===== config.mk =====
export PLATFORM = sky130hd
export DESIGN_NAME = curvature_adaptive_pen_smoother_flat
export DESIGN_NICKNAME = d
export VERILOG_FILES = /design/src/hw/rtl/cap_pkg.sv /design/src/hw/rtl/cap_if.sv /design/src/hw/rtl/cap_mul.sv /design/src/hw/rtl/cap_isqrt.sv /design/src/hw/rtl/cap_divider.sv /design/src/hw/rtl/curvature_adaptive_pen_smoother.sv /design/src/flat_wrapper.sv
export SDC_FILE = /design/constraint.sdc
export NUM_CORES = 2
export LEC_CHECK = 0
export BUFFER_PORTS_ARGS = -buffer_cell sky130_fd_sc_hd__buf_4
export CAP_MARGIN = 20
export CORE_MARGIN = 8
export CORE_UTILIZATION = 35
export CTS_BUF_LIST = sky130_fd_sc_hd__clkbuf_4
export DETAILED_ROUTE_END_ITERATION = 10
export GPL_TIMING_DRIVEN = 0
export PLACE_DENSITY = 0.46
export SLEW_MARGIN = 10
export SYNTH_ARGS = -nofsm -noshare
export SYNTH_HDL_FRONTEND = slang
export SYNTH_HIERARCHICAL = 1
export SYNTH_SLANG_ARGS = --single-unit

===== constraint.sdc =====
create_clock -name clk -period 13.2 [get_ports clk]
set_input_delay 1.98 -clock clk [delete_from_list [all_inputs] [get_ports clk]]
set_output_delay 1.98 -clock clk [all_outputs]
set_load 0.02 [all_outputs]

===== src/hw/rtl/cap_pkg.sv =====
`timescale 1ns / 1ps
// Shared types and constants of the curvature-adaptive pen smoother.
// Depends on nothing; cap_isqrt, cap_divider, the top level and the testbench import it.
package cap_pkg;

    // Input commands.
    localparam logic [1:0] CMD_RESET    = 2'd0;
    localparam logic [1:0] CMD_SAMPLE   = 2'd1;
    localparam logic [1:0] CMD_POSITION = 2'd2;
    localparam logic [1:0] CMD_UNUSED   = 2'd3;

    // Configuration register indexes.
    localparam logic REG_CORNER_SHARPNESS = 1'b0;
    localparam logic REG_LINE_SMOOTH      = 1'b1;
    localparam int   CFG_DATA_W           = 16;

    // Q16 constants.
    localparam logic [16:0] Q16_ONE    = 17'd65536;
    localparam logic [16:0] FACTOR_CAP = 17'd64225;
    localparam int          SCALE_BITS = 15;

    // Shared multiplier: the B operand is always a 16-bit value.
    localparam int MUL_B_W = 16;

    // Divider: 48-bit dividend, 32-bit divisor, 17-bit quotient.
    localparam int DIV_NUM_W = 48;
    localparam int DIV_DEN_W = 32;
    localparam int DIV_Q_W   = 17;

    // Square root: 32-bit radicand, 16-bit root.
    localparam int SQ_IN_W  = 32;
    localparam int SQ_OUT_W = 16;

    typedef struct packed {
        logic                 start;
        logic [DIV_NUM_W-1:0] num;
        logic [DIV_DEN_W-1:0] den;
    } div_req_t;

    typedef struct packed {
        logic               done;
        logic [DIV_Q_W-1:0] quot;
    } div_rsp_t;

    typedef struct packed {
        logic               start;
        logic [SQ_IN_W-1:0] radicand;
    } sqrt_req_t;

    typedef struct packed {
        logic                done;
        logic [SQ_OUT_W-1:0] root;
    } sqrt_rsp_t;

endpackage


===== src/hw/rtl/cap_if.sv =====
`timescale 1ns / 1ps
// Valid/ready channel interfaces of the pen smoother: samples in, positions out.
// Depends on nothing.
interface cap_sample_if #(parameter int W = 32);
    logic         valid;
    logic         ready;
    logic [1:0]   command;
    logic [W-1:0] point_x;
    logic [W-1:0] point_y;

    modport source (output valid, command, point_x, point_y, input ready);
    modport sink   (input valid, command, point_x, point_y, output ready);
endinterface

interface cap_pos_if #(parameter int W = 32);
    logic         valid;
    logic         ready;
    logic [W-1:0] pos_x;
    logic [W-1:0] pos_y;

    modport source (output valid, pos_x, pos_y, input ready);
    modport sink   (input valid, pos_x, pos_y, output ready);
endinterface


===== src/hw/rtl/cap_mul.sv =====
`timescale 1ns / 1ps
// Shared unsigned multiplier with a registered product.
// Depends on nothing.
module cap_mul #(
    parameter int A_W = 24,
    parameter int B_W = 16
) (
    input  logic             clk,
    input  logic [A_W-1:0]   a,
    input  logic [B_W-1:0]   b,
    output logic [A_W+B_W-1:0] p
);
    always_ff @(posedge clk)
    begin
        p <= (A_W+B_W)'(a) * (A_W+B_W)'(b);
    end
endmodule


===== src/hw/rtl/cap_isqrt.sv =====
`timescale 1ns / 1ps
// Floor square root, two radicand bits per cycle.
// Depends on cap_pkg.
module cap_isqrt (
    input  logic               clk,
    input  logic               rst_n,
    input  cap_pkg::sqrt_req_t req,
    output cap_pkg::sqrt_rsp_t rsp
);
    import cap_pkg::*;

    logic                busy_reg;
    logic                done_reg;
    logic [4:0]          cnt_reg;
    logic [SQ_IN_W-1:0]  rad_reg;
    logic [SQ_OUT_W+2:0] rem_reg;
    logic [SQ_OUT_W-1:0] root_reg;

    logic [SQ_OUT_W+2:0] rem_shift;
    logic [SQ_OUT_W+2:0] trial;
    logic                fits;

    assign rem_shift = {rem_reg[SQ_OUT_W:0], rad_reg[SQ_IN_W-1 -: 2]};
    assign trial     = (SQ_OUT_W+3)'({root_reg, 2'b01});
    assign fits      = rem_shift >= trial;

    always_ff @(posedge clk or negedge rst_n)
    begin
        if (!rst_n)
        begin
            busy_reg <= 1'b0;
            done_reg <= 1'b0;
            cnt_reg  <= '0;
            rad_reg  <= '0;
            rem_reg  <= '0;
            root_reg <= '0;
        end
        else
        begin
            done_reg <= 1'b0;
            if (req.start)
            begin
                busy_reg <= 1'b1;
                cnt_reg  <= 5'(SQ_OUT_W);
                rad_reg  <= req.radicand;
                rem_reg  <= '0;
                root_reg <= '0;
            end
            else if (busy_reg)
            begin
                rad_reg <= rad_reg << 2;
                if (fits)
                begin
                    rem_reg  <= rem_shift - trial;
                    root_reg <= {root_reg[SQ_OUT_W-2:0], 1'b1};
                end
                else
                begin
                    rem_reg  <= rem_shift;
                    root_reg <= {root_reg[SQ_OUT_W-2:0], 1'b0};
                end
                cnt_reg <= cnt_reg - 5'd1;
                if (cnt_reg == 5'd1)
                begin
                    busy_reg <= 1'b0;
                    done_reg <= 1'b1;
                end
            end
        end
    end

    assign rsp.done = done_reg;
    assign rsp.root = root_reg;
endmodule


===== src/hw/rtl/cap_divider.sv =====
`timescale 1ns / 1ps
// Restoring divider, one quotient bit per cycle.
// The caller guarantees that the quotient fits in 17 bits. Depends on cap_pkg.
module cap_divider (
    input  logic              clk,
    input  logic              rst_n,
    input  cap_pkg::div_req_t req,
    output cap_pkg::div_rsp_t rsp
);
    import cap_pkg::*;

    logic                 busy_reg;
    logic                 done_reg;
    logic [4:0]           cnt_reg;
    logic [DIV_DEN_W-1:0] den_reg;
    logic [DIV_DEN_W-1:0] rem_reg;
    logic [DIV_Q_W-1:0]   low_reg;
    logic [DIV_Q_W-1:0]   quot_reg;

    logic [DIV_DEN_W:0]   rem_shift;
    logic                 fits;

    assign rem_shift = {rem_reg, low_reg[DIV_Q_W-1]};
    assign fits      = rem_shift >= {1'b0, den_reg};

    always_ff @(posedge clk or negedge rst_n)
    begin
        if (!rst_n)
        begin
            busy_reg <= 1'b0;
            done_reg <= 1'b0;
            cnt_reg  <= '0;
            den_reg  <= '0;
            rem_reg  <= '0;
            low_reg  <= '0;
            quot_reg <= '0;
        end
        else
        begin
            done_reg <= 1'b0;
            if (req.start)
            begin
                busy_reg <= 1'b1;
                cnt_reg  <= 5'(DIV_Q_W);
                den_reg  <= req.den;
                rem_reg  <= DIV_DEN_W'(req.num[DIV_NUM_W-1:DIV_Q_W]);
                low_reg  <= req.num[DIV_Q_W-1:0];
                quot_reg <= '0;
            end
            else if (busy_reg)
            begin
                if (fits)
                begin
                    rem_reg <= DIV_DEN_W'(rem_shift - {1'b0, den_reg});
                end
                else
                begin
                    rem_reg <= DIV_DEN_W'(rem_shift);
                end
                quot_reg <= {quot_reg[DIV_Q_W-2:0], fits};
                low_reg  <= low_reg << 1;
                cnt_reg  <= cnt_reg - 5'd1;
                if (cnt_reg == 5'd1)
                begin
                    busy_reg <= 1'b0;
                    done_reg <= 1'b1;
                end
            end
        end
    end

    assign rsp.done = done_reg;
    assign rsp.quot = quot_reg;
endmodule


===== src/hw/rtl/curvature_adaptive_pen_smoother.sv =====
`timescale 1ns / 1ps
// Curvature-adaptive pen smoother, top level. Depends on cap_pkg, cap_if, cap_mul,
// cap_isqrt and cap_divider. Reset, set-position, unused and first-sample transactions
// go straight from acceptance to the result stage; the next one is taken once that result is handed on.
// A sample with two long segments shifts each right until it fits below 2^15 (at most 17
// shift bits) and takes two 16-step roots; up to two 17-step divisions; one at a time.
// rst_n clears position, history, registers (sharpness 2.0, smoothing 0.5) at once.
module curvature_adaptive_pen_smoother #(
    parameter int COORD_WIDTH     = 32,
    parameter int COORD_FRAC_BITS = 8
) (
    input  logic                          clk,
    input  logic                          rst_n,
    input  logic                          cfg_we,
    input  logic                          cfg_index,
    input  logic [cap_pkg::CFG_DATA_W-1:0] cfg_data,
    cap_sample_if.sink                    sample,
    cap_pos_if.source                     position
);
    import cap_pkg::*;

    localparam int W     = COORD_WIDTH;
    localparam int V_W   = COORD_WIDTH + 1;
    localparam int MA_W  = (COORD_WIDTH - 15 > 24) ? COORD_WIDTH - 15 : 24;
    localparam int P_W   = MA_W + MUL_B_W;
    localparam int ACC_W = P_W + 2;
    localparam logic [63:0] LONG_LIM = (64'd1 << (2 * COORD_FRAC_BITS)) / 64'd10000;

    localparam logic [5:0] ST_IDLE    = 6'd0;
    localparam logic [5:0] ST_SQ_AX   = 6'd1;
    localparam logic [5:0] ST_SQ_AY   = 6'd2;
    localparam logic [5:0] ST_SQ_BX   = 6'd3;
    localparam logic [5:0] ST_SQ_BY   = 6'd4;
    localparam logic [5:0] ST_LONG_B  = 6'd5;
    localparam logic [5:0] ST_SCALE   = 6'd6;
    localparam logic [5:0] ST_LA0     = 6'd7;
    localparam logic [5:0] ST_LA1     = 6'd8;
    localparam logic [5:0] ST_LB0     = 6'd9;
    localparam logic [5:0] ST_LB1     = 6'd10;
    localparam logic [5:0] ST_D0      = 6'd11;
    localparam logic [5:0] ST_D1      = 6'd12;
    localparam logic [5:0] ST_D2      = 6'd13;
    localparam logic [5:0] ST_SQA_GO  = 6'd14;
    localparam logic [5:0] ST_SQA_W   = 6'd15;
    localparam logic [5:0] ST_SQB_GO  = 6'd16;
    localparam logic [5:0] ST_SQB_W   = 6'd17;
    localparam logic [5:0] ST_LL0     = 6'd18;
    localparam logic [5:0] ST_LL1     = 6'd19;
    localparam logic [5:0] ST_QDIV_W  = 6'd20;
    localparam logic [5:0] ST_THR     = 6'd21;
    localparam logic [5:0] ST_FMUL    = 6'd22;
    localparam logic [5:0] ST_FDIV_W  = 6'd23;
    localparam logic [5:0] ST_BX0     = 6'd24;
    localparam logic [5:0] ST_BX1     = 6'd25;
    localparam logic [5:0] ST_BX2     = 6'd26;
    localparam logic [5:0] ST_BY0     = 6'd27;
    localparam logic [5:0] ST_BY1     = 6'd28;
    localparam logic [5:0] ST_BY2     = 6'd29;
    localparam logic [5:0] ST_DONE    = 6'd30;

    logic [5:0]    state_reg;
    logic [15:0]   sharp_reg;
    logic [15:0]   smooth_reg;
    logic [W-1:0]  out_x_reg, out_y_reg;
    logic [W-1:0]  last_x_reg, last_y_reg;
    logic [W-1:0]  older_x_reg, older_y_reg;
    logic          hist_valid_reg;
    logic [W-1:0]  px_reg, py_reg;
    logic [V_W-1:0] ax_reg, ay_reg, bx_reg, by_reg;
    logic          sax_reg, say_reg, sbx_reg, sby_reg;
    logic          long_a_reg;
    logic [ACC_W-1:0] acc_reg;
    logic [31:0]   sq_a_reg, sq_b_reg;
    logic [31:0]   dot_mag_reg;
    logic          dot_neg_reg;
    logic [15:0]   l1_reg;
    logic [17:0]   c_reg;
    logic [15:0]   w_reg;
    logic          pos_valid_reg;
    logic [W-1:0]  pos_x_reg, pos_y_reg;

    logic [MA_W-1:0]    mul_a;
    logic [MUL_B_W-1:0] mul_b;
    logic [P_W-1:0]     prod;
    div_req_t           div_req;
    div_rsp_t           div_rsp;
    sqrt_req_t          sq_req;
    sqrt_rsp_t          sq_rsp;

    cap_mul #(.A_W(MA_W), .B_W(MUL_B_W)) u_mul (
        .clk (clk),
        .a   (mul_a),
        .b   (mul_b),
        .p   (prod)
    );

    cap_isqrt u_sqrt (
        .clk   (clk),
        .rst_n (rst_n),
        .req   (sq_req),
        .rsp   (sq_rsp)
    );

    cap_divider u_div (
        .clk   (clk),
        .rst_n (rst_n),
        .req   (div_req),
        .rsp   (div_rsp)
    );

    // Segment vectors formed at acceptance.
    logic [V_W-1:0] p_x_ext, p_y_ext, last_x_ext, last_y_ext, older_x_ext, older_y_ext;
    logic [V_W-1:0] v1x, v1y, v2x, v2y;

    assign p_x_ext     = {sample.point_x[W-1], sample.point_x};
    assign p_y_ext     = {sample.point_y[W-1], sample.point_y};
    assign last_x_ext  = {last_x_reg[W-1], last_x_reg};
    assign last_y_ext  = {last_y_reg[W-1], last_y_reg};
    assign older_x_ext = {older_x_reg[W-1], older_x_reg};
    assign older_y_ext = {older_y_reg[W-1], older_y_reg};
    assign v1x = last_x_ext - older_x_ext;
    assign v1y = last_y_ext - older_y_ext;
    assign v2x = p_x_ext - last_x_ext;
    assign v2y = p_y_ext - last_y_ext;

    function automatic logic [V_W-1:0] magnitude(input logic [V_W-1:0] v);
        magnitude = v[V_W-1] ? (~v + V_W'(1)) : v;
    endfunction

    // Segment length and scaling tests.
    logic big_a, big_b, need_a, need_b;
    logic [ACC_W-1:0] sum_sq;

    assign big_a  = ((ax_reg >> COORD_FRAC_BITS) != '0) || ((ay_reg >> COORD_FRAC_BITS) != '0);
    assign big_b  = ((bx_reg >> COORD_FRAC_BITS) != '0) || ((by_reg >> COORD_FRAC_BITS) != '0);
    assign need_a = ((ax_reg >> SCALE_BITS) != '0) || ((ay_reg >> SCALE_BITS) != '0);
    assign need_b = ((bx_reg >> SCALE_BITS) != '0) || ((by_reg >> SCALE_BITS) != '0);
    assign sum_sq = acc_reg + ACC_W'(prod);

    logic [ACC_W-1:0] prod_signed_x, prod_signed_y, dot_sum;
    assign prod_signed_x = (sax_reg ^ sbx_reg) ? (~ACC_W'(prod) + ACC_W'(1)) : ACC_W'(prod);
    assign prod_signed_y = (say_reg ^ sby_reg) ? (~ACC_W'(prod) + ACC_W'(1)) : ACC_W'(prod);
    assign dot_sum       = acc_reg + prod_signed_y;

    // Cosine quotient overflow: the quotient reaches 2^17 and is capped anyway.
    logic [DIV_NUM_W-1:0] cos_num;
    logic                 cos_ovf;
    assign cos_num = {dot_mag_reg, 16'h0000};
    assign cos_ovf = {1'b0, cos_num} >= {prod[31:0], 17'h00000};

    logic [16:0] q_capped;
    assign q_capped = (div_rsp.quot > Q16_ONE) ? Q16_ONE : div_rsp.quot;

    // Threshold and factor.
    logic [23:0] thresh;
    logic [23:0] c5;
    logic        corner;
    logic [16:0] factor;
    assign thresh = {sharp_reg, 8'h00};
    assign c5     = 24'({c_reg, 2'b00}) + 24'(c_reg);
    assign corner = c5 >= thresh;
    assign factor = (div_rsp.quot > FACTOR_CAP) ? FACTOR_CAP : div_rsp.quot;

    // Blend toward the target.
    logic [V_W-1:0] diff_x, diff_y, m_x, m_y;
    logic [ACC_W-1:0] step, out_x_ext, out_y_ext, new_x, new_y;
    assign diff_x    = {px_reg[W-1], px_reg} - {out_x_reg[W-1], out_x_reg};
    assign diff_y    = {py_reg[W-1], py_reg} - {out_y_reg[W-1], out_y_reg};
    assign m_x       = magnitude(diff_x);
    assign m_y       = magnitude(diff_y);
    assign step      = acc_reg + ACC_W'((prod + P_W'(32768)) >> 16);
    assign out_x_ext = ACC_W'(signed'(out_x_reg));
    assign out_y_ext = ACC_W'(signed'(out_y_reg));
    assign new_x     = diff_x[V_W-1] ? out_x_ext - step : out_x_ext + step;
    assign new_y     = diff_y[V_W-1] ? out_y_ext - step : out_y_ext + step;

    // Operand selection for the shared multiplier.
    always_comb
    begin
        mul_a = '0;
        mul_b = '0;
        unique case (state_reg)
            ST_SQ_AX, ST_LA0:
            begin
                mul_a = MA_W'(ax_reg);
                mul_b = ax_reg[MUL_B_W-1:0];
            end
            ST_SQ_AY, ST_LA1:
            begin
                mul_a = MA_W'(ay_reg);
                mul_b = ay_reg[MUL_B_W-1:0];
            end
            ST_SQ_BX, ST_LB0:
            begin
                mul_a = MA_W'(bx_reg);
                mul_b = bx_reg[MUL_B_W-1:0];
            end
            ST_SQ_BY, ST_LB1:
            begin
                mul_a = MA_W'(by_reg);
                mul_b = by_reg[MUL_B_W-1:0];
            end
            ST_D0:
            begin
                mul_a = MA_W'(ax_reg);
                mul_b = bx_reg[MUL_B_W-1:0];
            end
            ST_D1:
            begin
                mul_a = MA_W'(ay_reg);
                mul_b = by_reg[MUL_B_W-1:0];
            end
            ST_LL0:
            begin
                mul_a = MA_W'(l1_reg);
                mul_b = sq_rsp.root;
            end
            ST_THR:
            begin
                mul_a = MA_W'(thresh - c5);
                mul_b = smooth_reg;
            end
            ST_BX0:
            begin
                mul_a = MA_W'(m_x >> 16);
                mul_b = w_reg;
            end
            ST_BX1:
            begin
                mul_a = MA_W'(m_x[15:0]);
                mul_b = w_reg;
            end
            ST_BY0:
            begin
                mul_a = MA_W'(m_y >> 16);
                mul_b = w_reg;
            end
            ST_BY1:
            begin
                mul_a = MA_W'(m_y[15:0]);
                mul_b = w_reg;
            end
            default:
            begin
                mul_a = '0;
                mul_b = '0;
            end
        endcase
    end

    always_comb
    begin
        sq_req.start    = (state_reg == ST_SQA_GO) || (state_reg == ST_SQB_GO);
        sq_req.radicand = (state_reg == ST_SQA_GO) ? sq_a_reg : sq_b_reg;
    end

    always_comb
    begin
        div_req.start = 1'b0;
        div_req.num   = cos_num;
        div_req.den   = prod[31:0];
        if ((state_reg == ST_LL1) && (l1_reg != '0) && (sq_rsp.root != '0) && !cos_ovf)
        begin
            div_req.start = 1'b1;
        end
        else if (state_reg == ST_FMUL)
        begin
            div_req.start = 1'b1;
            div_req.num   = DIV_NUM_W'(prod);
            div_req.den   = DIV_DEN_W'(thresh);
        end
    end

    always_ff @(posedge clk or negedge rst_n)
    begin
        if (!rst_n)
        begin
            sharp_reg  <= 16'd512;
            smooth_reg <= 16'd32768;
        end
        else if (cfg_we)
        begin
            unique case (cfg_index)
                REG_CORNER_SHARPNESS: sharp_reg  <= cfg_data;
                REG_LINE_SMOOTH:      smooth_reg <= cfg_data;
                default:              sharp_reg  <= sharp_reg;
            endcase
        end
    end

    always_ff @(posedge clk or negedge rst_n)
    begin
        if (!rst_n)
        begin
            state_reg      <= ST_IDLE;
            out_x_reg      <= '0;
            out_y_reg      <= '0;
            last_x_reg     <= '0;
            last_y_reg     <= '0;
            older_x_reg    <= '0;
            older_y_reg    <= '0;
            hist_valid_reg <= 1'b0;
            px_reg         <= '0;
            py_reg         <= '0;
            ax_reg         <= '0;
            ay_reg         <= '0;
            bx_reg         <= '0;
            by_reg         <= '0;
            sax_reg        <= 1'b0;
            say_reg        <= 1'b0;
            sbx_reg        <= 1'b0;
            sby_reg        <= 1'b0;
            long_a_reg     <= 1'b0;
            acc_reg        <= '0;
            sq_a_reg       <= '0;
            sq_b_reg       <= '0;
            dot_mag_reg    <= '0;
            dot_neg_reg    <= 1'b0;
            l1_reg         <= '0;
            c_reg          <= '0;
            w_reg          <= '0;
            pos_valid_reg  <= 1'b0;
            pos_x_reg      <= '0;
            pos_y_reg      <= '0;
        end
        else
        begin
            if (position.ready && (state_reg != ST_DONE))
            begin
                pos_valid_reg <= 1'b0;
            end
            unique case (state_reg)
                ST_IDLE:
                begin
                    if (sample.valid)
                    begin
                        state_reg <= ST_DONE;
                        px_reg    <= sample.point_x;
                        py_reg    <= sample.point_y;
                        priority case (sample.command)
                            CMD_RESET:
                            begin
                                out_x_reg      <= sample.point_x;
                                out_y_reg      <= sample.point_y;
                                last_x_reg     <= sample.point_x;
                                last_y_reg     <= sample.point_y;
                                older_x_reg    <= sample.point_x;
                                older_y_reg    <= sample.point_y;
                                hist_valid_reg <= 1'b0;
                            end
                            CMD_POSITION:
                            begin
                                out_x_reg <= sample.point_x;
                                out_y_reg <= sample.point_y;
                            end
                            CMD_SAMPLE:
                            begin
                                older_x_reg <= last_x_reg;
                                older_y_reg <= last_y_reg;
                                last_x_reg  <= sample.point_x;
                                last_y_reg  <= sample.point_y;
                                if (!hist_valid_reg)
                                begin
                                    out_x_reg      <= sample.point_x;
                                    out_y_reg      <= sample.point_y;
                                    hist_valid_reg <= 1'b1;
                                end
                                else
                                begin
                                    ax_reg    <= magnitude(v1x);
                                    ay_reg    <= magnitude(v1y);
                                    bx_reg    <= magnitude(v2x);
                                    by_reg    <= magnitude(v2y);
                                    sax_reg   <= v1x[V_W-1];
                                    say_reg   <= v1y[V_W-1];
                                    sbx_reg   <= v2x[V_W-1];
                                    sby_reg   <= v2y[V_W-1];
                                    state_reg <= ST_SQ_AX;
                                end
                            end
                            default:
                            begin
                                state_reg <= ST_DONE;
                            end
                        endcase
                    end
                end
                ST_SQ_AX:
                begin
                    state_reg <= ST_SQ_AY;
                end
                ST_SQ_AY:
                begin
                    acc_reg   <= ACC_W'(prod);
                    state_reg <= ST_SQ_BX;
                end
                ST_SQ_BX:
                begin
                    long_a_reg <= big_a || (sum_sq > ACC_W'(LONG_LIM));
                    state_reg  <= ST_SQ_BY;
                end
                ST_SQ_BY:
                begin
                    acc_reg   <= ACC_W'(prod);
                    state_reg <= ST_LONG_B;
                end
                ST_LONG_B:
                begin
                    if (long_a_reg && (big_b || (sum_sq > ACC_W'(LONG_LIM))))
                    begin
                        state_reg <= ST_SCALE;
                    end
                    else
                    begin
                        c_reg     <= '0;
                        state_reg <= ST_THR;
                    end
                end
                ST_SCALE:
                begin
                    // One bit of right shift per cycle until both segments fit 15 bits.
                    if (need_a)
                    begin
                        ax_reg <= ax_reg >> 1;
                        ay_reg <= ay_reg >> 1;
                    end
                    if (need_b)
                    begin
                        bx_reg <= bx_reg >> 1;
                        by_reg <= by_reg >> 1;
                    end
                    if (!need_a && !need_b)
                    begin
                        state_reg <= ST_LA0;
                    end
                end
                ST_LA0:
                begin
                    state_reg <= ST_LA1;
                end
                ST_LA1:
                begin
                    acc_reg   <= ACC_W'(prod);
                    state_reg <= ST_LB0;
                end
                ST_LB0:
                begin
                    sq_a_reg  <= sum_sq[31:0];
                    state_reg <= ST_LB1;
                end
                ST_LB1:
                begin
                    acc_reg   <= ACC_W'(prod);
                    state_reg <= ST_D0;
                end
                ST_D0:
                begin
                    sq_b_reg  <= sum_sq[31:0];
                    state_reg <= ST_D1;
                end
                ST_D1:
                begin
                    acc_reg   <= prod_signed_x;
                    state_reg <= ST_D2;
                end
                ST_D2:
                begin
                    dot_neg_reg <= dot_sum[ACC_W-1];
                    dot_mag_reg <= dot_sum[ACC_W-1] ? 32'(~dot_sum + ACC_W'(1)) : dot_sum[31:0];
                    state_reg   <= ST_SQA_GO;
                end
                ST_SQA_GO:
                begin
                    state_reg <= ST_SQA_W;
                end
                ST_SQA_W:
                begin
                    if (sq_rsp.done)
                    begin
                        l1_reg    <= sq_rsp.root;
                        state_reg <= ST_SQB_GO;
                    end
                end
                ST_SQB_GO:
                begin
                    state_reg <= ST_SQB_W;
                end
                ST_SQB_W:
                begin
                    if (sq_rsp.done)
                    begin
                        state_reg <= ST_LL0;
                    end
                end
                ST_LL0:
                begin
                    state_reg <= ST_LL1;
                end
                ST_LL1:
                begin
                    if ((l1_reg == '0) || (sq_rsp.root == '0))
                    begin
                        c_reg     <= '0;
                        state_reg <= ST_THR;
                    end
                    else if (cos_ovf)
                    begin
                        c_reg     <= dot_neg_reg ? 18'({Q16_ONE, 1'b0}) : 18'd0;
                        state_reg <= ST_THR;
                    end
                    else
                    begin
                        state_reg <= ST_QDIV_W;
                    end
                end
                ST_QDIV_W:
                begin
                    if (div_rsp.done)
                    begin
                        c_reg     <= dot_neg_reg ? 18'(Q16_ONE) + 18'(q_capped)
                                                 : 18'(Q16_ONE) - 18'(q_capped);
                        state_reg <= ST_THR;
                    end
                end
                ST_THR:
                begin
                    if (corner)
                    begin
                        out_x_reg <= px_reg;
                        out_y_reg <= py_reg;
                        state_reg <= ST_DONE;
                    end
                    else
                    begin
                        state_reg <= ST_FMUL;
                    end
                end
                ST_FMUL:
                begin
                    state_reg <= ST_FDIV_W;
                end
                ST_FDIV_W:
                begin
                    if (div_rsp.done)
                    begin
                        if (factor == '0)
                        begin
                            out_x_reg <= px_reg;
                            out_y_reg <= py_reg;
                            state_reg <= ST_DONE;
                        end
                        else
                        begin
                            w_reg     <= 16'(Q16_ONE - factor);
                            state_reg <= ST_BX0;
                        end
                    end
                end
                ST_BX0:
                begin
                    state_reg <= ST_BX1;
                end
                ST_BX1:
                begin
                    acc_reg   <= ACC_W'(prod);
                    state_reg <= ST_BX2;
                end
                ST_BX2:
                begin
                    out_x_reg <= new_x[W-1:0];
                    state_reg <= ST_BY0;
                end
                ST_BY0:
                begin
                    state_reg <= ST_BY1;
                end
                ST_BY1:
                begin
                    acc_reg   <= ACC_W'(prod);
                    state_reg <= ST_BY2;
                end
                ST_BY2:
                begin
                    out_y_reg <= new_y[W-1:0];
                    state_reg <= ST_DONE;
                end
                ST_DONE:
                begin
                    // Hand the position to the output register once it is free.
                    if (!pos_valid_reg || position.ready)
                    begin
                        pos_valid_reg <= 1'b1;
                        pos_x_reg     <= out_x_reg;
                        pos_y_reg     <= out_y_reg;
                        state_reg     <= ST_IDLE;
                    end
                end
                default:
                begin
                    state_reg <= ST_IDLE;
                end
            endcase
        end
    end

    assign sample.ready   = (state_reg == ST_IDLE);
    assign position.valid = pos_valid_reg;
    assign position.pos_x = pos_x_reg;
    assign position.pos_y = pos_y_reg;

`ifndef NO_ASSERTIONS
    a_simple_cmd_done: assert property (@(posedge clk) disable iff (!rst_n)
        (sample.valid && sample.ready && (sample.command != CMD_SAMPLE)) |=> state_reg == ST_DONE)
        else $error("non-sample transaction did not go straight to the result stage");

    a_scaled_fits: assert property (@(posedge clk) disable iff (!rst_n)
        (state_reg == ST_LA0) |-> (!need_a && !need_b))
        else $error("segment not scaled below 2^15 before the length pass");

    a_result_from_done: assert property (@(posedge clk) disable iff (!rst_n)
        $rose(position.valid) |-> $past(state_reg) == ST_DONE)
        else $error("result presented outside the result stage");

    a_curv_range: assert property (@(posedge clk) disable iff (!rst_n)
        (state_reg == ST_THR) |-> c_reg <= 18'({Q16_ONE, 1'b0}))
        else $error("curvature above 2.0");
`endif
endmodule


===== src/flat_wrapper.sv =====
// flat-port wrapper written by rule: the top's interface ports become plain ports
module curvature_adaptive_pen_smoother_flat import cap_pkg::*;
#(
    parameter int COORD_WIDTH     = 32,
    parameter int COORD_FRAC_BITS = 8
)
  (clk, rst_n, cfg_we, cfg_index, cfg_data, sample_valid, sample_command, sample_point_x, sample_point_y, sample_ready, position_valid, position_pos_x, position_pos_y, position_ready);
  cap_sample_if #(.W(32)) sample_i ();
  cap_pos_if #(.W(32)) position_i ();
  input  logic clk;
  input  logic rst_n;
  input  logic cfg_we;
  input  logic cfg_index;
  input  logic [cap_pkg::CFG_DATA_W-1:0] cfg_data;
  input wire logic [$bits(sample_i.valid)-1:0] sample_valid;
  input wire logic [$bits(sample_i.command)-1:0] sample_command;
  input wire logic [$bits(sample_i.point_x)-1:0] sample_point_x;
  input wire logic [$bits(sample_i.point_y)-1:0] sample_point_y;
  output wire logic [$bits(sample_i.ready)-1:0] sample_ready;
  output wire logic [$bits(position_i.valid)-1:0] position_valid;
  output wire logic [$bits(position_i.pos_x)-1:0] position_pos_x;
  output wire logic [$bits(position_i.pos_y)-1:0] position_pos_y;
  input wire logic [$bits(position_i.ready)-1:0] position_ready;
  assign sample_i.valid = sample_valid;
  assign sample_i.command = sample_command;
  assign sample_i.point_x = sample_point_x;
  assign sample_i.point_y = sample_point_y;
  assign sample_ready = sample_i.ready;
  assign position_valid = position_i.valid;
  assign position_pos_x = position_i.pos_x;
  assign position_pos_y = position_i.pos_y;
  assign position_i.ready = position_ready;
  curvature_adaptive_pen_smoother #(.COORD_WIDTH(COORD_WIDTH), .COORD_FRAC_BITS(COORD_FRAC_BITS)) u_core (.clk(clk), .rst_n(rst_n), .cfg_we(cfg_we), .cfg_index(cfg_index), .cfg_data(cfg_data), .sample(sample_i), .position(position_i));
endmodule

======== Word-level counts from Yosys, hierarchy flattened ========
Index checks and enable logic that the tools add are counted.
storage, ports and cells
  bits in registers ....................... 903
  input port bits ......................... 88
  output and inout bits ................... 66
  logic and storage cells ................. 331
cells by class
  $add $sub $neg .......................... 31
  multipliers ............................. 1
  order comparisons ....................... 7
  equality and inequality tests ........... 52
  multiplexer cells ....................... 113
  bitwise operators ....................... 12
  reductions and logical operators ........ 69
operator list
  cell                     number
  $mux W33                 22
  $mux W32                 19
  $pmux W33 S2             4
  $reduce_bool A33 Y1      8
  $pmux W32 S2             4
  $pmux W32 S4             2
  $pmux W24 S10            1
  $add A33 B1 Y33 const B  6
  $not A33 Y33             6
  $sub A32 B32 Y33         6
  $pmux W6 S31             1
  $mux W17                 9
  $pmux W16 S7             1
  $mux W18                 6
  $sub A32 B32 Y32         3
  $eq A6 B5 Y1 const B     15
  $mux W42                 2
  $pmux W42 S2             1
  $mux W81                 1
  $mux W80                 1
  $add A32 B32 Y32         2
  $mux W6                  9
  $pmux W18 S3             1
  $ge A48 B49 Y1           1
  other kinds (62)         154

======== Logic depth before layout (Yosys ltp) ========
  word-level depth ........................ 8
  depth in mapped cells ................... 47
  mapped depth without buffers ............ 45

======== By module ========
The synthesis kept the hierarchy.
modules (own cells, without submodules)
  module                           instances  cells an instance  area an instance (µm²)  sequential area each (µm²)
  curvature_adaptive_pen_smoother  1          7588               61442.7                 17143.9
  cap_mul                          1          1502               13324.0                 800.8
  cap_divider                      1          705                6443.7                  2627.5
  cap_isqrt                        1          454                4291.6                  1801.7

======== Worst setup path before layout ========
OpenSTA, ideal clock, no wires.
  path kind ............................... register to register
  from .................................... reg u_core.c_reg[0]
  to ...................................... reg u_core.u_mul.p[38]
  library setup time ...................... 0.123 ns
  arrival ................................. 10.026 ns
  required time ........................... 13.077 ns
  setup slack ............................. 3.052 ns
  cell stages (with the launch flop) ...... 46
  buffers on the path ..................... 2
  period minus slack after synthesis ...... 10.148 ns
  cell sequence ........................... dfrtp_1 > ha_1 > inv_1 > fa_1 > nor2b_1 > o21a_1 > o21ai_0 > a21bo_2 > a21oi_1 > o21ai_0 > a21oi_1 > o21ai_0 > a21oi_1 > nor3_1 > or2_2 > ha_1 > nand2_1 > o31ai_1 > [... 10 more ...] > fa_1 > inv_1 > fa_1 > inv_1 > fa_1 > fa_1 > inv_1 > fa_1 > inv_1 > ha_1 > buf_2 > a21oi_1 > o21ai_0 > or3_1 > a311o_1 > a41oi_2 > o21ai_1 > xor2_1
between the ends
  cells in the longest elaborated chain, start to end .. 4
ends and longest elaborated chain
  item                        line                                    source
  start, declared             curvature_adaptive_pen_smoother.sv:77   logic [17:0] c_reg;
  start signal, assigned      curvature_adaptive_pen_smoother.sv:508  c_reg <= dot_neg_reg ? 18'({Q16_ONE, 1'b0}) : 18'd0;
  start signal, assigned      curvature_adaptive_pen_smoother.sv:520  c_reg <= dot_neg_reg ? 18'(Q16_ONE) + 18'(q_capped)
  $add A20 B18 Y21            curvature_adaptive_pen_smoother.sv:160  assign c5 = 24'({c_reg, 2'b00}) + 24'(c_reg);
  $sub A24 B24 Y24            curvature_adaptive_pen_smoother.sv:220  mul_a = MA_W'(thresh - c5);
  $pmux W24 S10               curvature_adaptive_pen_smoother.sv:182  unique case (state_reg)
  named net u_core.mul_a[21]  curvature_adaptive_pen_smoother.sv:82   logic [MA_W-1:0] mul_a;
  $mul A24 B16 Y40            cap_mul.sv:15                           p <= (A_W+B_W)'(a) * (A_W+B_W)'(b);
  end signal, assigned        cap_mul.sv:15
  end, declared               cap_mul.sv:11                           output logic [A_W+B_W-1:0] p
The timed path passes the listed nets, and every way through them passes these cells.
A chain may end at the register's enable or synchronous reset.

======== Worst setup path after layout ========
  from .................................... reg u_core.out_y_reg[0]
  to ...................................... reg u_core.u_mul.p[36]
between the ends
  cells in the longest elaborated chain, start to end .. 6
ends and longest elaborated chain
  item                        line                                    source
  start, declared             curvature_adaptive_pen_smoother.sv:64   logic [W-1:0] out_x_reg, out_y_reg;
  start signal, assigned      curvature_adaptive_pen_smoother.sv:344  out_y_reg <= sample.point_y;
  start signal, assigned      curvature_adaptive_pen_smoother.sv:354  out_y_reg <= sample.point_y;
  start signal, assigned      curvature_adaptive_pen_smoother.sv:365  out_y_reg <= sample.point_y;
  $sub A32 B32 Y33 (*)        curvature_adaptive_pen_smoother.sv:168  assign diff_y = {py_reg[W-1], py_reg} - {out_y_reg[W-1], out_y_reg};
  $not A33 Y33                curvature_adaptive_pen_smoother.sv:127  magnitude = v[V_W-1] ? (~v + V_W'(1)) : v;
  $add A33 B1 Y33             curvature_adaptive_pen_smoother.sv:127
  $mux W33 (*)                curvature_adaptive_pen_smoother.sv:127
  $pmux W24 S10 (*)           curvature_adaptive_pen_smoother.sv:182
  named net u_core.mul_a[14]  curvature_adaptive_pen_smoother.sv:82
  $mul A24 B16 Y40 (*)        cap_mul.sv:15
The timed path passes the listed nets; every way through them passes the cells marked *.

==> results.json <==
{
  "crit_path_frequent_cell": "fa_1",
  "drtAntennaViolNets": 0,
  "routed_via_density": 5.78,
  "hold_class": "flop to flop",
  "synth_area_um2": 85500,
  "numCtsBuffers": 303,
  "ys_seq_area_share_pct": 26.2,
  "ys_ff_latch": 902,
  "async_flop_share_pct": 95.6,
  "hold_depth": 2,
  "grt_start_max_net_pins": 130,
  "synthCells": 10249,
  "hold_buffers": 0,
  "synth_cell_types": 129,
  "finClkSkew_ps": 180,
  "finalMaxSlewViolations": 0,
  "required_ps": 14280,
  "drive_above_1_share_pct": 9.91,
  "fin_nets": 11758,
  "cts_tree": "done",
  "syn_to_final_growth_pct": 11.2,
  "fillers": 25216,
  "cp_max_fo": 10,
  "reg2reg_slack_ps": 520,
  "clock_sinks": 902,
  "max_stage_delay_ps": 700,
  "period_minus_slack_ps": 12680,
  "yosys.cell_count.top_type": "nand2_1",
  "post_cts_resize_count": 0,
  "clock_tree.buffer_depth": 4,
  "cp.arrival_ps": 13760,
  "die_h_um": 510,
  "crit_path_end_kind": "flop",
  "chipWidth_um": 510,
  "coreArea_um2": 243000,
  "synth_edf_count": 0,
  "setup_viol": 0,
  "hold_viol_final": 0,
  "fmax_ghz": 0.0789,
  "period_share_pct": 96.1,
  "core.rowCount": 181,
  "fp.dieArea_um2": 260000,
  "startpoint_type": "flop",
  "synth_top_cell_area_share_pct": 25.2,
  "cts_root_buffer": "clkbuf_4",
  "rsz0062_at_grt": "false",
  "via_count": 81802,
  "gr-usage-all-layers_pct": 28.6,
  "dp_hpwl_mm": 312,
  "wl_mm": 384,
  "boundaryPins": 154,
  "synth_nets": 11256,
  "avgSynthCellArea_um2": 8.34,
  "clk_pin_slew_ps": 60,
  "remaining_drc_errors": 0,
  "io_buffers": 152,
  "whs_ps": 471,
  "crit_type": "flop to flop",
  "post_cts_buffers": 0,
  "relSlewSlack_pct": 19.9,
  "wl_per_cell_um": 27.1,
  "outcome": "complete, no violations",
  "drt_pass1_iterations": 7,
  "cp_slowest_cell": "nor4bb_1",
  "start_util_pct": 35.2,
  "synth_area_leaders": "dfrtp_1 25%, ha_1 8.8%, fa_1 7.5%",
  "place_congestion": 1.01,
  "overflow": 0,
  "drv_cap": 0,
  "dp.cells": 13639,
  "drt_iter0_markers": 8093,
  "grt_pass1_vias": 80651,
  "synthTopCellsByCount": "1040 x nand2_1, 860 x dfrtp_1, 808 x inv_1, 777 x o21ai_0, 757 x a21oi_1",
  "antenna_found_initial": 42,
  "clock_latency_ps": 1360,
  "largest_register_ffs": 42,
  "yosys.area.top_type": "dfrtp_1",
  "grt_pass1_wl_mm": 555,
  "reg2reg_depth": 39,
  "tightest_slew_ps": 1190,
  "postLayoutCoreUtil_pct": 39.1,
  "yosys_warnings": 6,
  "cts.htree.levels": 5,
  "instances_no_fill": 14164,
  "synth_flop_cell": "dfrtp_1"
}
-- metal layers --
metal | global-route usage, % | vias up | wire length, um
li1 | - | 37169 | -
met1 | 38.8 | 40569 | 168000
met2 | 44.8 | 3305 | 169000
met3 | 4.89 | 751 | 27500
met4 | 12.6 | 8 | 19500
met5 | 0 | - | 64
-- metrics by stage --
stage	worst slack, ps	instance area (um^2)	TNS, ps
after floorplan	3050	85500	0
after CTS	845	95000	0
after detailed placement	885	91400	0
final	521	95100	0
after global routing	114	95100	0
after global placement	-984	90600	-694330
-- logic make-up after synthesis --
group | Yosys count | synth area share, %
compound gates | 2727 | 20.1
mux | 464 | 5.85
xor+xnor | 763 | 7.82
simple gates | 3179 | 17.9
buf+inv | 1295 | 5.83
flops | 902 | 26.2
fa+ha+maj | 919 | 16.2
-- cell usage in the layout, fill, tap and decap left out, types with 166 or more instances in the layout --
master	instances
clkbuf_4	422
inv_1	808
buf_4	166
nand2_1	1040
a21oi_1	757
mux2_2	260
clkbuf_1	419
and2_1	216
ha_1	600
xor2_1	291
nor3_1	190
nor2_1	748
o21ai_0	764
a21o_1	188
dfrtp_1	860
fa_1	319
nand3_1	192
xnor2_1	472
mux2i_1	197
-- cell type report --
cell class	instances	area, um^2	share of cell area (%)
Clock inverter	76	462	0.485
Sequential cell	902	22400	23.5
Tap cell	3202	4010	4.21
Inverter	812	3050	3.20
Antenna cell	21	52.6	0.0552
Clock buffer	419	3150	3.31
Timing Repair Buffer	197	1850	1.95
Multi-Input combinational cell	8052	58200	61.2
Buffer	483	1940	2.04
-- path summary, 6_finish.rpt --
check	start	to
max	u_core/out_y_reg[0]	u_core/u_mul/p[36]
min	u_core/sq_a_reg[11]	u_core/sq_a_reg[11]
min reg2reg	u_core/sq_a_reg[11]	u_core/sq_a_reg[11]
min in group asynchronous	rst_n	u_core/position.pos_y[16]
max in group asynchronous	rst_n	u_core/ax_reg[27]
max reg2reg	u_core/out_y_reg[0]	u_core/u_mul/p[36]
-- worst max-delay path, delay by kind of cell, from the launching register on --
family	cells	cell delay, ps
xor+xnor	2	840
flops	1	600
buf+inv	9	1460
simple gates	6	1810
mux	1	260
compound gates	12	3410
fa+ha+maj	9	4040
Power is left out: the tool's default activity adds up to more than one toggle a clock period on the data nets, which glitch-free logic cannot reach.
